**src/sv/ncas_pkg.sv**
```systemverilog
// Shared constants, types and codes of the nearest centroid assign unit.
package ncas_pkg;

  localparam int MAX_CENTROIDS = 16;
  localparam int MAX_DIMS      = 16;
  localparam int SAMPLE_WIDTH  = 16;

  localparam int CIDX_W   = $clog2(MAX_CENTROIDS);
  localparam int DIDX_W   = $clog2(MAX_DIMS);
  localparam int CADDR_W  = CIDX_W + DIDX_W;
  localparam int CNT_W    = 5;
  localparam int CFG_IDX_W = 2;
  localparam int SQ_W     = 2 * SAMPLE_WIDTH;
  localparam int DIST_W   = 36;

  localparam logic [DIST_W-1:0] DIST_MAX = {DIST_W{1'b1}};

  localparam logic OP_CENTROID = 1'b0;
  localparam logic OP_SAMPLE   = 1'b1;

  localparam logic [CFG_IDX_W-1:0] REG_CENTROID_COUNT  = CFG_IDX_W'(0);
  localparam logic [CFG_IDX_W-1:0] REG_DIMENSION_COUNT = CFG_IDX_W'(1);

  typedef enum logic [1:0] {
    ST_IDLE,
    ST_RUN,
    ST_DRAIN,
    ST_EMIT
  } state_t;

  // One centroid slot issued to the distance pipeline
  typedef struct packed {
    logic              vld;
    logic [CIDX_W-1:0] c;
    logic              first;
    logic              last;
  } issue_t;

  // Pipeline status back to the sequencer
  typedef struct packed {
    logic              busy;
    logic [CIDX_W-1:0] best_idx;
    logic [DIST_W-1:0] best_dist;
  } pipe_stat_t;

endpackage

```
**src/sv/ncas_centroid_mem.sv**
```systemverilog
// Centroid element store: one write port, one registered read port.
module ncas_centroid_mem
  import ncas_pkg::*;
(
  input  logic                    clk,
  input  logic                    we,
  input  logic [CADDR_W-1:0]      waddr,
  input  logic [SAMPLE_WIDTH-1:0] wdata,
  input  logic [CADDR_W-1:0]      raddr,
  output logic [SAMPLE_WIDTH-1:0] rdata
);

  logic [SAMPLE_WIDTH-1:0] mem [MAX_CENTROIDS*MAX_DIMS];
  logic [SAMPLE_WIDTH-1:0] rdata_r;

  always_ff @(posedge clk) begin
    if (we) begin
      mem[waddr] <= wdata;
    end
    rdata_r <= mem[raddr];
  end

  assign rdata = rdata_r;

endmodule

```
**src/sv/ncas_acc_mem.sv**
```systemverilog
// Distance accumulator store with per-entry valid bits; unwritten entries read zero.
module ncas_acc_mem
  import ncas_pkg::*;
(
  input  logic              clk,
  input  logic              rst_n,
  input  logic              we,
  input  logic [CIDX_W-1:0] waddr,
  input  logic [DIST_W-1:0] wdata,
  input  logic [CIDX_W-1:0] raddr,
  output logic [DIST_W-1:0] rdata
);

  logic [DIST_W-1:0]        mem [MAX_CENTROIDS];
  logic [MAX_CENTROIDS-1:0] valid_r;
  logic [DIST_W-1:0]        rdata_r;
  logic                     rvld_r;

  always_ff @(posedge clk) begin
    if (!rst_n) begin
      valid_r <= '0;
      rvld_r  <= 1'b0;
    end else begin
      if (we) begin
        valid_r[waddr] <= 1'b1;
      end
      rvld_r <= valid_r[raddr];
    end
  end

  always_ff @(posedge clk) begin
    if (we) begin
      mem[waddr] <= wdata;
    end
    rdata_r <= mem[raddr];
  end

  assign rdata = rvld_r ? rdata_r : '0;

endmodule

```
**src/sv/ncas_dist_pipe.sv**
```systemverilog
// Two-stage squared-difference, saturating accumulate and running minimum.
module ncas_dist_pipe
  import ncas_pkg::*;
(
  input  logic                    clk,
  input  logic                    rst_n,
  input  issue_t                  issue,
  input  logic [SAMPLE_WIDTH-1:0] sample,
  input  logic [SAMPLE_WIDTH-1:0] cent_rdata,
  input  logic [DIST_W-1:0]       acc_rdata,
  output logic                    acc_we,
  output logic [CIDX_W-1:0]       acc_waddr,
  output logic [DIST_W-1:0]       acc_wdata,
  output pipe_stat_t              stat
);

  issue_t                  s1_r, s2_r;
  logic [SQ_W-1:0]         sq_r;
  logic [DIST_W-1:0]       base_r;
  logic [CIDX_W-1:0]       best_idx_r;
  logic [DIST_W-1:0]       best_dist_r;

  logic signed [SAMPLE_WIDTH:0] diff;
  logic [SAMPLE_WIDTH:0]        diff_neg;
  logic [SAMPLE_WIDTH-1:0]      absd;
  logic [DIST_W:0]              sum;
  logic [DIST_W-1:0]            sum_sat;
  logic                         take_best;

  // stage 1: memory data arrives, square the difference
  always_comb begin
    diff     = $signed({sample[SAMPLE_WIDTH-1], sample})
             - $signed({cent_rdata[SAMPLE_WIDTH-1], cent_rdata});
    diff_neg = (SAMPLE_WIDTH+1)'(-diff);
    absd     = diff[SAMPLE_WIDTH] ? diff_neg[SAMPLE_WIDTH-1:0]
                                  : diff[SAMPLE_WIDTH-1:0];
  end

  always_ff @(posedge clk) begin
    if (!rst_n) begin
      s1_r.vld <= 1'b0;
      s2_r.vld <= 1'b0;
    end else begin
      s1_r.vld <= issue.vld;
      s2_r.vld <= s1_r.vld;
    end
    s1_r.c     <= issue.c;
    s1_r.first <= issue.first;
    s1_r.last  <= issue.last;
    s2_r.c     <= s1_r.c;
    s2_r.first <= s1_r.first;
    s2_r.last  <= s1_r.last;
    sq_r       <= SQ_W'(absd) * SQ_W'(absd);
    base_r     <= s1_r.first ? '0 : acc_rdata;
  end

  // stage 2: saturating add, write back, track the minimum
  always_comb begin
    sum       = {1'b0, base_r} + (DIST_W+1)'(sq_r);
    sum_sat   = (sum > {1'b0, DIST_MAX}) ? DIST_MAX : sum[DIST_W-1:0];
    take_best = s2_r.vld && s2_r.last
             && ((s2_r.c == '0) || (sum_sat < best_dist_r));
  end

  always_ff @(posedge clk) begin
    if (take_best) begin
      best_idx_r  <= s2_r.c;
      best_dist_r <= sum_sat;
    end
  end

  assign acc_we         = s2_r.vld;
  assign acc_waddr      = s2_r.c;
  assign acc_wdata      = sum_sat;
  assign stat.busy      = s1_r.vld | s2_r.vld;
  assign stat.best_idx  = best_idx_r;
  assign stat.best_dist = best_dist_r;

endmodule

```
**src/sv/nearest_centroid_assign_unit.sv**
```systemverilog
// Top level of the nearest centroid assign unit: sequencer, registers, result register.
//
// The unit keeps a table of up to 16 centroids of up to 16 signed 16-bit
// elements and, as a sample vector streams in one element per item in
// dimension order, adds each element's squared difference into one
// accumulator per active centroid (saturating at 2^36-1); dimension 0 starts
// the sums afresh. The item for the last configured dimension yields the
// nearest centroid index and its squared distance, ties going to the lower
// index. A sample item walks the centroid memory one read per active
// centroid through its single read port, and no new item is taken until
// that pass ends; the item for the last dimension then hands its result
// to the output register. The result register lets the next item in while
// a result waits. No clearing pass after reset: the accumulators carry
// valid bits, and centroid entries must be written before a sample uses them.
// Counts of 0 act as 1 and counts above 16 act as 16.
module nearest_centroid_assign_unit
  import ncas_pkg::*;
(
  input  logic                    clk,
  input  logic                    rst_n,
  // item input
  input  logic                    in_valid,
  output logic                    in_ready,
  input  logic                    in_op,
  input  logic [CIDX_W-1:0]       in_centroid_index,
  input  logic [DIDX_W-1:0]       in_dim_index,
  input  logic signed [SAMPLE_WIDTH-1:0] in_value,
  // result output
  output logic                    out_valid,
  input  logic                    out_ready,
  output logic [CIDX_W-1:0]       out_nearest_index,
  output logic [DIST_W-1:0]       out_nearest_distance,
  // register writes
  input  logic                    cfg_valid,
  output logic                    cfg_ready,
  input  logic [CFG_IDX_W-1:0]    cfg_index,
  input  logic [CNT_W-1:0]        cfg_data
);

  state_t state_r, state_nxt;

  logic [CNT_W-1:0]        ccount_r, dcount_r;
  logic [CIDX_W-1:0]       nc_last;
  logic [DIDX_W-1:0]       nd_last;
  logic [CIDX_W-1:0]       cnt_r, cnt_nxt;
  logic [DIDX_W-1:0]       dim_r;
  logic [SAMPLE_WIDTH-1:0] sample_r;
  logic                    first_r, last_r;

  logic                    out_valid_r;
  logic [CIDX_W-1:0]       out_idx_r;
  logic [DIST_W-1:0]       out_dist_r;

  logic                    in_acc;
  logic                    start;
  logic                    emit;
  issue_t                  issue;
  pipe_stat_t              stat;

  logic [SAMPLE_WIDTH-1:0] cent_rdata;
  logic [DIST_W-1:0]       acc_rdata;
  logic                    acc_we;
  logic [CIDX_W-1:0]       acc_waddr;
  logic [DIST_W-1:0]       acc_wdata;

  // last active centroid / dimension, with out-of-range counts clamped
  always_comb begin
    if (ccount_r == '0) begin
      nc_last = '0;
    end else if (ccount_r > CNT_W'(MAX_CENTROIDS)) begin
      nc_last = CIDX_W'(MAX_CENTROIDS - 1);
    end else begin
      nc_last = CIDX_W'(ccount_r - CNT_W'(1));
    end
    if (dcount_r == '0) begin
      nd_last = '0;
    end else if (dcount_r > CNT_W'(MAX_DIMS)) begin
      nd_last = DIDX_W'(MAX_DIMS - 1);
    end else begin
      nd_last = DIDX_W'(dcount_r - CNT_W'(1));
    end
  end

  assign cfg_ready = 1'b1;

  always_ff @(posedge clk) begin
    if (!rst_n) begin
      ccount_r <= CNT_W'(MAX_CENTROIDS);
      dcount_r <= CNT_W'(MAX_DIMS);
    end else if (cfg_valid && cfg_ready) begin
      unique case (cfg_index)
        REG_CENTROID_COUNT:  ccount_r <= cfg_data;
        REG_DIMENSION_COUNT: dcount_r <= cfg_data;
        default: ;
      endcase
    end
  end

  // items are taken only between passes; a sample beyond the count is dropped
  assign in_ready = (state_r == ST_IDLE);
  assign in_acc   = in_valid && in_ready;
  assign start    = in_acc && (in_op == OP_SAMPLE) && (in_dim_index <= nd_last);

  // next state
  always_comb begin
    state_nxt = state_r;
    unique case (state_r)
      ST_IDLE:  if (start) state_nxt = ST_RUN;
      ST_RUN:   if (cnt_r == nc_last) state_nxt = ST_DRAIN;
      ST_DRAIN: if (!stat.busy) state_nxt = last_r ? ST_EMIT : ST_IDLE;
      ST_EMIT:  if (!out_valid_r || out_ready) state_nxt = ST_IDLE;
      default:  state_nxt = ST_IDLE;
    endcase
  end

  // outputs of the sequencer
  always_comb begin
    issue.vld   = 1'b0;
    issue.c     = cnt_r;
    issue.first = first_r;
    issue.last  = last_r;
    cnt_nxt     = cnt_r;
    emit        = 1'b0;
    unique case (state_r)
      ST_IDLE:  cnt_nxt = '0;
      ST_RUN: begin
        issue.vld = 1'b1;
        cnt_nxt   = cnt_r + CIDX_W'(1);
      end
      ST_DRAIN: ;
      ST_EMIT:  emit = !out_valid_r || out_ready;
      default:  ;
    endcase
  end

  always_ff @(posedge clk) begin
    if (!rst_n) begin
      state_r <= ST_IDLE;
      cnt_r   <= '0;
    end else begin
      state_r <= state_nxt;
      cnt_r   <= cnt_nxt;
    end
  end

  // sample item held for the length of its pass
  always_ff @(posedge clk) begin
    if (start) begin
      dim_r    <= in_dim_index;
      sample_r <= in_value;
      first_r  <= (in_dim_index == '0);
      last_r   <= (in_dim_index == nd_last);
    end
  end

  ncas_centroid_mem u_cent (
    .clk   (clk),
    .we    (in_acc && (in_op == OP_CENTROID)),
    .waddr ({in_centroid_index, in_dim_index}),
    .wdata (in_value),
    .raddr ({cnt_r, dim_r}),
    .rdata (cent_rdata)
  );

  ncas_acc_mem u_acc (
    .clk   (clk),
    .rst_n (rst_n),
    .we    (acc_we),
    .waddr (acc_waddr),
    .wdata (acc_wdata),
    .raddr (cnt_r),
    .rdata (acc_rdata)
  );

  ncas_dist_pipe u_pipe (
    .clk        (clk),
    .rst_n      (rst_n),
    .issue      (issue),
    .sample     (sample_r),
    .cent_rdata (cent_rdata),
    .acc_rdata  (acc_rdata),
    .acc_we     (acc_we),
    .acc_waddr  (acc_waddr),
    .acc_wdata  (acc_wdata),
    .stat       (stat)
  );

  // result register
  always_ff @(posedge clk) begin
    if (!rst_n) begin
      out_valid_r <= 1'b0;
    end else if (emit) begin
      out_valid_r <= 1'b1;
    end else if (out_ready) begin
      out_valid_r <= 1'b0;
    end
  end

  always_ff @(posedge clk) begin
    if (emit) begin
      out_idx_r  <= stat.best_idx;
      out_dist_r <= stat.best_dist;
    end
  end

  assign out_valid            = out_valid_r;
  assign out_nearest_index    = out_idx_r;
  assign out_nearest_distance = out_dist_r;

endmodule
```
**config.mk**
```make
export PLATFORM = sky130hd
export DESIGN_NAME = nearest_centroid_assign_unit
export DESIGN_NICKNAME = d
export VERILOG_FILES = /design/src/sv/ncas_pkg.sv /design/src/sv/ncas_centroid_mem.sv /design/src/sv/ncas_acc_mem.sv /design/src/sv/ncas_dist_pipe.sv /design/src/sv/nearest_centroid_assign_unit.sv
export SDC_FILE = /design/constraint.sdc
export NUM_CORES = 2
export LEC_CHECK = 0
export BUFFER_PORTS_ARGS = -buffer_cell sky130_fd_sc_hd__buf_4
export CELL_PAD_IN_SITES_DETAIL_PLACEMENT = 1
export CELL_PAD_IN_SITES_GLOBAL_PLACEMENT = 2
export CORE_UTILIZATION = 25
export CTS_CLUSTER_DIAMETER = 50
export DETAILED_ROUTE_END_ITERATION = 10
export GPL_ROUTABILITY_DRIVEN = 0
export HOLD_SLACK_MARGIN = 0.05
export MAX_ROUTING_LAYER = met4
export PLACE_DENSITY_LB_ADDON = 0.15
export SETUP_SLACK_MARGIN = 0.4
export SYNTH_ARGS = -nofsm -noshare
export SYNTH_HDL_FRONTEND = slang
export SYNTH_MEMORY_MAX_BITS = 65536
export SYNTH_SLANG_ARGS = --single-unit
```
**constraint.sdc**
```tcl
create_clock -name clk -period 22.7 [get_ports clk]
set_input_delay 3.405 -clock clk [delete_from_list [all_inputs] [get_ports clk]]
set_output_delay 3.405 -clock clk [all_outputs]
set_load 0.02 [all_outputs]
```
==> reports/qor.yml <==
ant_nets: 0
clk_latency_ps: 1100
hold_viol_final: 0
path_class: "flop to flop"
yosys-top-cells-area: "edfxtp_1, mux4_2, dfxtp_1"
cts_buffers: 635
fin_crit_sh_pct: 42.7
cp_data_required_time_ps: 23650
clk_pin_slew_ps: 50
cts-root-buf: "clkbuf_16"
wl_per_cell_um: 28.9
synth_commonest_cells: "edfxtp_1, mux4_2, nor2_1"
ys_async_sr_fraction_pct: 0
via_count: 91800
synth_ff_type: "edfxtp_1"
drt-pass1-iter-count: 5
cp-end-kind: "flop"
tns_ps: 0
htreeDepth: 6
ctsResizeCount: 0
synthToLayoutAreaGrowth_pct: 18.5
rsz0062_at_grt: "false"
cap_violations: 0
syn_area_mm2: 0.196
worstHoldPathType: "flop to flop"
fp.dieH_um: 889
nFillCells: 78400
yosysMostFrequentCell: "edfxtp_1"
path_max_fanout: 12
hpwl_um: 354000
start_util_pct: 25.1
synth_top_cell_area_share_pct: 73.0
synth_area_per_cell_um2: 22.4
grt_pass1_vias: 99700
syn_inst: 8775
ys_ff_latch: 4940
drc: 0
seq_area_frac_synth_pct: 74.7
antenna_found_initial: 40
tightest_slew_ps: 1290
clock_sinks: 4940
die_w_um: 889
synth_edf_count: 4774
slowest_delay_ps: 850
clockBufferDepth: 4
grt_max_degree: 189
routed_via_density: 4.49
die_area_mm2: 0.789
io_pins: 80
synth_top_area_cell: "edfxtp_1"
layout-drive-gt1-share_pct: 30.9
finClkSkew_ps: 90.6
core-area_mm2: 0.783
grt_usage_pct: 15.1
multi_input_area_mm2: 0.0475
nets: 9833
synth_fp_nets: 9162
max_freq_mhz: 103
cts_hold_buffers: 0
outcome: "finished clean"
yosys_warnings: 0
finalWirelength_um: 592000
port-buffer-count: 78
regArea_mm2: 0.147
crit_arrival_ps: 10640
cts_tree: "yes"
cp_slowest_cell: "xor2_1"
crit_path_start_kind: "flop"
setup_viol: 0
critPathMostFrequentCell: "fa_1"
grt_pass1_wl_um: 823000
grt_remaining_overflow: 0
slew_headroom_pct: 14.0
rows: 325
cts_setup_buffers: 0
fin_crit_ps: 9690
drv_slew: 0
first_iter_violations: 6686
synthDistinctLibCells: 81
-- through the flow --
stage	hold WS, ps	util (%)	worst slack [ps]	instances	instance area (um^2)
CTS	308	29.7	12900	20400	233000
floorplan	310	-	14390	8775	196000
global route	321	29.7	12240	20400	233000
finish	320	29.7	13010	20400	233000
global placement	312	27.1	12840	19300	212000
detailed placement	313	27.1	12930	19300	212000
-- metal layers --
metal  routed length [um]  GRT usage, %  vias up  share of wire (%)
li1                     -             -    38000                  -
met3                23500          2.00      766                4.0
met2               289000          24.8     1811                 49
met1               266000          20.2    51200                 45
met4                12800          3.09        0                2.2
met5                    0             -        -                  0
-- registers in the layout, summed over array words and instances (netlist names), 5 cells and up --
signal and flops:
dcount_r 5, u_pipe.sq_r 31, out_nearest_distance 36, sample_r 16, u_pipe.base_r 36, u_pipe.s1_r 7
u_pipe.best_dist_r 36, u_cent.mem 4096, u_acc.rdata_r 36, u_acc.mem 576, u_acc.valid_r 16, ccount_r 5
u_cent.rdata 16
-- final timing paths --
check	startpoint	endpoint	slack (ps)	cells after the start
max reg2reg	sample_r[0]	u_pipe.sq_r[30]	13010	34
max	sample_r[0]	u_pipe.sq_r[30]	13010	34
min	u_pipe.s1_r[5]	u_pipe.acc_waddr[3]	320	0
min reg2reg	u_pipe.s1_r[5]	u_pipe.acc_waddr[3]	320	0
-- layout by cell type, fill, tap and decap left out, types with 127 or more instances in the layout --
master | Yosys | routed
edfxtp_1 | 4774 | 4774
nand2_1 | 163 | 154
nor2_1 | 388 | 301
dfxtp_1 | 166 | 162
buf_4 | 2 | 426
clkbuf_1 | 260 | 127
clkbuf_16 | 0 | 646
fa_1 | 163 | 163
inv_1 | 313 | 313
mux4_2 | 1545 | 1545
ha_1 | 187 | 187
-- critical path, delay by kind of cell (launching register included) --
kind,cells,cell delay [ps]
and+or+nand+nor,8,1380
adders and majority gates,9,3880
DFF,1,330
xor gates and xnor gates,2,1020
buffers and inverters,6,550
AOI/OAI and AO/OA,9,2460
-- kinds of logic after synthesis --
logic type,Yosys count,share of synthesized area [%]
flops,4940,74.7
mux,1554,17.8
simple gates,778,1.76
buf+inv,739,1.46
fa+ha+maj,353,2.87
compound gates,318,1.07
xor+xnor,92,0.418
other cells,1,0.00191
-- layout make-up --
cell class | instances | area share [%]
sequential | 4940 | 63.0
multi-input combinational | 3096 | 20.4
clock buffer | 786 | 7.22
tap | 10500 | 5.62
clock inverter | 367 | 1.70
timing repair buffer | 451 | 1.55
inverter | 322 | 0.519
antenna | 21 | 0.0226
Power is not shown: default switching activity piles up to over one toggle a cycle in this logic, so the estimate is an artifact.
